==> src/iqmh_pkg.sv <==
// Package for the indexed 4-ary min-heap: sizes, item types, status and action codes,
// controller states and the command/status structs between controller and datapath.
package iqmh_pkg;

    localparam int CAPACITY  = 256;
    localparam int ARITY     = 4;
    localparam int TAG_COUNT = 256;
    localparam int PW = $clog2(CAPACITY);      // slot index bits
    localparam int CW = $clog2(CAPACITY + 1);  // count bits
    localparam int TW = $clog2(TAG_COUNT);
    localparam int AW = $clog2(ARITY);
    localparam int XW = PW + AW + 1;           // child index bits

    localparam logic [1:0] ACT_INSERT = 2'd0;
    localparam logic [1:0] ACT_POP    = 2'd1;
    localparam logic [1:0] ACT_UPDATE = 2'd2;
    localparam logic [1:0] ACT_NOP    = 2'd3;  // unused action, answers ok

    localparam logic [2:0] ST_OK      = 3'd0;
    localparam logic [2:0] ST_EMPTY   = 3'd1;
    localparam logic [2:0] ST_FULL    = 3'd2;
    localparam logic [2:0] ST_ABSENT  = 3'd3;
    localparam logic [2:0] ST_PRESENT = 3'd4;

    typedef struct packed {
        logic [1:0]         action;
        logic [7:0]         tag;
        logic signed [31:0] key;
    } t_in_item;

    typedef struct packed {
        logic [2:0]         status;
        logic [7:0]         out_tag;
        logic signed [31:0] out_key;
        logic [8:0]         count;
    } t_out_item;

    typedef enum logic [2:0] {
        S_IDLE, S_DECIDE, S_POP_LD, S_DN_RD, S_UP_RD, S_UP_CMP, S_DONE
    } t_state;

    // Datapath operations, one per cycle.
    typedef enum logic [3:0] {
        OP_NONE, OP_LOOK, OP_STATUS, OP_INS, OP_POP, OP_POP_LD, OP_UPD,
        OP_DN_RD, OP_DN_SWAP, OP_UP_RD, OP_UP_SWAP, OP_RESULT
    } t_op;

    typedef struct packed {
        t_op        op;
        logic [2:0] status;
    } t_cmd;

    typedef struct packed {
        logic [1:0] action;
        logic       tag_hit;    // tag present in heap
        logic       full;
        logic       empty;
        logic       last_pop;   // pop leaves heap empty
        logic       rd_busy;    // child reads still pending
        logic       dn_stay;    // no child smaller
        logic       at_root;    // moving entry sits in slot zero
        logic       up_stop;    // parent not larger
    } t_stat;

endpackage

==> src/iqmh_ctrl.sv <==
// Controller state machine of the heap: sequences lookup, sifts and the result.
// Depends on iqmh_pkg.
module iqmh_ctrl (
    input  logic            i_clk,
    input  logic            i_rst_n,
    input  logic            i_in_valid,
    output logic            o_in_ready,
    input  logic            i_out_free,
    input  iqmh_pkg::t_stat i_stat,
    output iqmh_pkg::t_cmd  o_cmd
);
    import iqmh_pkg::*;

    t_state r_state, n_state;

    always_ff @(posedge i_clk) begin
        if (!i_rst_n) r_state <= S_IDLE;
        else          r_state <= n_state;
    end

    always_comb begin
        n_state      = r_state;
        o_cmd.op     = OP_NONE;
        o_cmd.status = ST_OK;
        o_in_ready   = 1'b0;
        case (r_state)
            S_IDLE: begin
                o_in_ready = 1'b1;
                if (i_in_valid) begin
                    o_cmd.op = OP_LOOK;
                    n_state  = S_DECIDE;
                end
            end
            S_DECIDE: begin
                n_state = S_DONE;
                case (i_stat.action)
                    ACT_INSERT: begin
                        if (i_stat.tag_hit) begin
                            o_cmd.op = OP_STATUS; o_cmd.status = ST_PRESENT;
                        end else if (i_stat.full) begin
                            o_cmd.op = OP_STATUS; o_cmd.status = ST_FULL;
                        end else begin
                            o_cmd.op = OP_INS;
                            n_state  = S_UP_RD;
                        end
                    end
                    ACT_POP: begin
                        if (i_stat.empty) begin
                            o_cmd.op = OP_STATUS; o_cmd.status = ST_EMPTY;
                        end else begin
                            o_cmd.op = OP_POP;
                            n_state  = i_stat.last_pop ? S_DONE : S_POP_LD;
                        end
                    end
                    ACT_UPDATE: begin
                        if (!i_stat.tag_hit) begin
                            o_cmd.op = OP_STATUS; o_cmd.status = ST_ABSENT;
                        end else begin
                            o_cmd.op = OP_UPD;
                            n_state  = S_DN_RD;
                        end
                    end
                    default: ;
                endcase
            end
            S_POP_LD: begin
                o_cmd.op = OP_POP_LD;
                n_state  = S_DN_RD;
            end
            S_DN_RD: begin
                if (i_stat.rd_busy) o_cmd.op = OP_DN_RD;
                else if (i_stat.dn_stay) begin
                    n_state = (i_stat.action == ACT_UPDATE) ? S_UP_RD : S_DONE;
                end else o_cmd.op = OP_DN_SWAP;
            end
            S_UP_RD: begin
                if (i_stat.at_root) n_state = S_DONE;
                else begin
                    o_cmd.op = OP_UP_RD;
                    n_state  = S_UP_CMP;
                end
            end
            S_UP_CMP: begin
                if (i_stat.up_stop) n_state = S_DONE;
                else begin
                    o_cmd.op = OP_UP_SWAP;
                    n_state  = S_UP_RD;
                end
            end
            S_DONE: begin
                if (i_out_free) begin
                    o_cmd.op = OP_RESULT;
                    n_state  = S_IDLE;
                end
            end
            default: n_state = S_IDLE;
        endcase
    end

    // The state sequence never skips decision after a new item.
    assert property (@(posedge i_clk) disable iff (!i_rst_n)
        (r_state == S_IDLE && i_in_valid) |=> r_state == S_DECIDE)
        else $error("no decide after accept");
    assert property (@(posedge i_clk) disable iff (!i_rst_n)
        (r_state == S_UP_CMP && !i_stat.up_stop) |=> r_state == S_UP_RD)
        else $error("sift up lost");
    assert property (@(posedge i_clk) disable iff (!i_rst_n)
        o_in_ready |-> r_state == S_IDLE)
        else $error("ready outside idle");
endmodule

==> config.mk <==
export PLATFORM = sky130hd
export DESIGN_NAME = iqmh_ctrl
export DESIGN_NICKNAME = d
export VERILOG_FILES = /design/src/iqmh_pkg.sv /design/src/iqmh_ctrl.sv
export SDC_FILE = /design/constraint.sdc
export NUM_CORES = 1
export LEC_CHECK = 0
export BUFFER_PORTS_ARGS = -buffer_cell sky130_fd_sc_hd__clkbuf_2
export CAP_MARGIN = 30
export CORE_AREA = 2 2 39 41
export CTS_CLUSTER_DIAMETER = 50
export CTS_CLUSTER_SIZE = 25
export DETAILED_ROUTE_END_ITERATION = 7
export DIE_AREA = 0 0 41 43
export RECOVER_POWER = 25
export SLEW_MARGIN = 20
export SYNTH_ARGS = -nofsm -noshare
export SYNTH_HDL_FRONTEND = slang
export SYNTH_SLANG_ARGS = --single-unit
==> constraint.sdc <==
create_clock -name i_clk -period 4.4 [get_ports i_clk]
set_clock_uncertainty 0.2 [all_clocks]
set_input_delay 0 -clock i_clk [delete_from_list [all_inputs] [get_ports i_clk]]
set_output_delay 0 -clock i_clk [all_outputs]
set_load 0.05 [all_outputs]
# Word level (Yosys, flattened, before mapping)
# Cells that the tools add are included.
op_classes:
  n_eq_ne: 12
  n_mux: 31
  n_reduce_logical: 3
op_table:
  columns: ["op", "n"]
  rows:
  - ["$mux 3", 10]
  - ["$pmux 4 s7", 1]
  - ["$mux 4", 6]
  - ["$pmux 3 s7", 1]
  - ["$pmux 7 s3", 1]
  - ["$mux 2", 7]
  - ["$eq 3x3->1 const B", 3]
  - ["$pmux 3 s3", 1]
  - ["$ne 2x2->1 const B", 4]
  - ["$eq 3x2->1 const B", 2]
  - ["$mux 1", 4]
  - ["$reduce_and 4->1", 1]
  - ["$eq 3x1->1 const B", 1]
  - ["$logic_not 3->1", 1]
  - ["$eq 2x1->1 const B", 1]
  - ["$eq 2x2->1 const B", 1]
  - ["$logic_not 2->1", 1]
totals:
  ff_bits: 3
  output_inout_bits: 8
  word_cells: 47

# Longest topological paths before layout
depth:
  word_depth: 5
  depth_mapped: 5
  depth_no_buf: 5

# Worst setup path after synthesis
# OpenSTA, ideal clock, no wires.
synth_path:
  path_kind: "reg2out"
  startpoint: "reg r_state[0]"
  endpoint: "out o_cmd[6] (netlist name)"
  t_arrival_ns: 1.960
  required_time_ns: 4.200
  slack_ns: 2.240
  path_stages_with_launch: 4
  cell_sequence: "dfxtp_1 > clkbuf_1 > nand2_1 > o311ai_1"
synth_rtl:
  columns: ["element", "line", "source"]
  rows:
  - ["from (decl)", "iqmh_ctrl.sv:14", "t_state r_state, n_state;"]
  - ["from (signal assigned)", "iqmh_ctrl.sv:18", "else r_state <= n_state;"]
  - ["to (decl)", "iqmh_ctrl.sv:10", "output iqmh_pkg::t_cmd o_cmd"]

==> out/summary.txt <==
Post-CTS Setup Bufs -> 0
Core area -> 1384 sq um
Clk buf depth -> 2
Layout cells sized above 1 -> 28.57%
Nets -> 111
Synth warnings -> 0
Post-synthesis mux area share -> 2.089%
Buffers on Ports -> 21
Slew headroom -> 60.65%
Max cap viols -> 0
Die area -> 1763 sq um
RSZ-0062 raised after global routing -> false
Yosys reg bits -> 3
Compound-Gate Fraction of Synth Area -> 37.08%
Via count -> 567
Status -> finished clean
Power Density -> 387.6 nW/um^2
Clock latency on the worst-skew pair -> 0.23 ns
Vias in the first global route -> 479
WL final -> 1255 microns
Die width -> 41 microns
DPL Wire Length -> 975.4 microns
Largest register FFs -> 3
Worst Setup Path Type -> reg2out
CTS Buf Count -> 3
Hold crit path type -> in2reg
Post-Syn Area -> 479.2 sq um
DRT Pass-1 Iters -> 4
Measured slew at the worst slew-check pin -> 0.5928 ns
Die H -> 43 microns
Total grt overflow -> 0
Seq/Total Area, Yosys -> 12.53%
Initial antenna violation count -> 0
Average routed wire per standard cell -> 11.73 microns
Clock sinks -> 3
Diodes inserted -> 0
Final Hold Vio Count -> 0
Largest family of logic cells by synthesized area -> compound AO/OA/AOI/OAI gates
CTS root buf -> clkbuf_4
Largest reg by FF count -> r_state
Reg clk slew, reported paths -> 0.04 ns
Htree depth -> 1
Cell area after layout -> 636.9 sq um
# DRC -> 0
Critical path endpoint category -> output pin
Startpoint types -> flop
Fillcell total -> 148
Syn Area/Cell -> 7.152 sq um
Num ports -> 22
Period utilization -> 53.49%
Most frequent cells in the layout -> clkbuf_2 (20), inv_1 (6), ha_1 (5)
Post-Place Cell Area -> 591.8 sq um
Setup_tns -> 0 ns
FMAX -> 0.4249 GHz
Largest net degree at the start of global routing -> 15
Tmin final -> 2.354 ns
Via-to-Cell Ratio -> 5.299
Initial Util -> 34.63%
Cell variety after synth -> 34
Top Registers -> r_state: 3 flops
Placer Congestion -> 0.7516
Area of the multi-input gates -> 376.6 sq um
Critical path data arrival time -> 2.15 ns
Post_cts resized -> 0
FF/Latch Area -> 60.06 sq um
First-pass GRT wire length -> 1863 microns
Area grow syn2layout -> 32.90%
Post-synth ARST share -> 0%
XOR/XNOR Fraction of Synth Area -> 0%
Post-synth EDFFs -> 0
CTS tree -> yes
Synth Area in Adders -> 13.05%
WHS -> 0.04878 ns
Post-synth top flop -> dfxtp_1
Leakage -> 0.2935 nW
Crit path max fanout -> 13
Synth Instances -> 67
Syn_nets -> 86
Worst ir drop on vdd -> 0.1245 mV
Setup violators final -> 0
Required time of the critical path -> 4.20 ns
Hold Buf Count CTS -> 2
Most common cell after layout, fill and taps aside -> clkbuf_2
Simple-gate portion of the synthesized area -> 26.37%
Rows -> 14
Max-slew violations -> 0
Overall Global Routing Usage -> 14.93%
Drt initial violations -> 11
Routed Antenna Nets -> 0
## area by class of cell
| type | instances | share of cell area, % |
|---|---|---|
| well taps | 16 | 3.143 |
| multi-input cells | 53 | 59.14 |
| repair buffers | 23 | 19.45 |
| inverters | 8 | 4.715 |
| clock buffers | 4 | 4.126 |
| flip-flops and latches | 3 | 9.430 |
## worst max-delay path, stage by stage (launching register included)
cell and delay [ns]:
dfxtp_1 0.56, nor3b_2 0.29, nand2b_1 0.14, or4b_1 0.52, o211ai_1 0.10, clkbuf_2 0.30
## final timing paths
| check | slack [ns] | start | end | cells past startpoint |
|---|---|---|---|---|
| worst min register to register | 0.48 | r_state[2]$_SDFFE_PN0P_ | r_state[2]$_SDFFE_PN0P_ | 2 |
| worst max register to register | 2.67 | r_state[1]$_SDFFE_PN0P_ | r_state[1]$_SDFFE_PN0P_ | 4 |
| worst min-delay path | 0.05 | i_in_valid | r_state[1]$_SDFFE_PN0P_ | 3 |
| worst max-delay path | 2.05 | r_state[0]$_SDFFE_PN0P_ | o_cmd[3] | 5 |
## layer usage
| layer | up-vias | global-route usage (%) | share of wire (%) |
|---|---|---|---|
| met3 | 0 | 2.618 | 5.0 |
| met4 | 0 | 4.000 | 0 |
| li1 | 304 | - | - |
| met2 | 14 | 23.44 | 49 |
| met5 | - | 0 | 0 |
| met1 | 249 | 20.13 | 46 |
## cells in the mapped netlist, drive strengths merged, types with 2 or more instances
cell type | count | area [sq um]
clkbuf | 2 | 7.510
o21ai | 5 | 25.02
a22oi | 3 | 22.52
nand3 | 2 | 10.01
inv | 8 | 30.03
nor3 | 3 | 15.01
ha | 5 | 62.56
a21oi | 4 | 20.02
and3 | 2 | 12.51
nor2 | 3 | 11.26
dfxtp | 3 | 60.06
nand2b | 3 | 18.77
a31oi | 2 | 12.51
nor2b | 2 | 12.51
o211ai | 3 | 22.52
## stage by stage
| stage | cells | power [mW] | setup WS, ns | util (%) |
|---|---|---|---|---|
| global route | 107 | 0.2640 | 1.913 | 46.02 |
| CTS | 107 | 0.2473 | 2.037 | 46.11 |
| detailed placement | 101 | 0.1964 | 2.280 | 42.77 |
| global placement | 101 | 0.1960 | 2.320 | 42.77 |
| finish | 107 | 0.2469 | 2.046 | 46.02 |
| floorplan | 67 | 0.1639 | 2.240 | - |
## cell families (layout without fill, tap and decap cells)
family                     count (synthesis)  in the layout
DFF                                        3              3
buffers and inverters                     11             35
and+or+nand+nor                           21             21
adders and majority gates                  5              5
AOI/OAI and AO/OA                         26             26
muxes                                      1              1
## where the power goes
part / switching, mW / internal, mW
Combinational: 0.0966 / 0.0466
Clock: 0.0157 / 0.0341
Sequential: 0.0205 / 0.0334
Power figures use the tool's default switching activity.
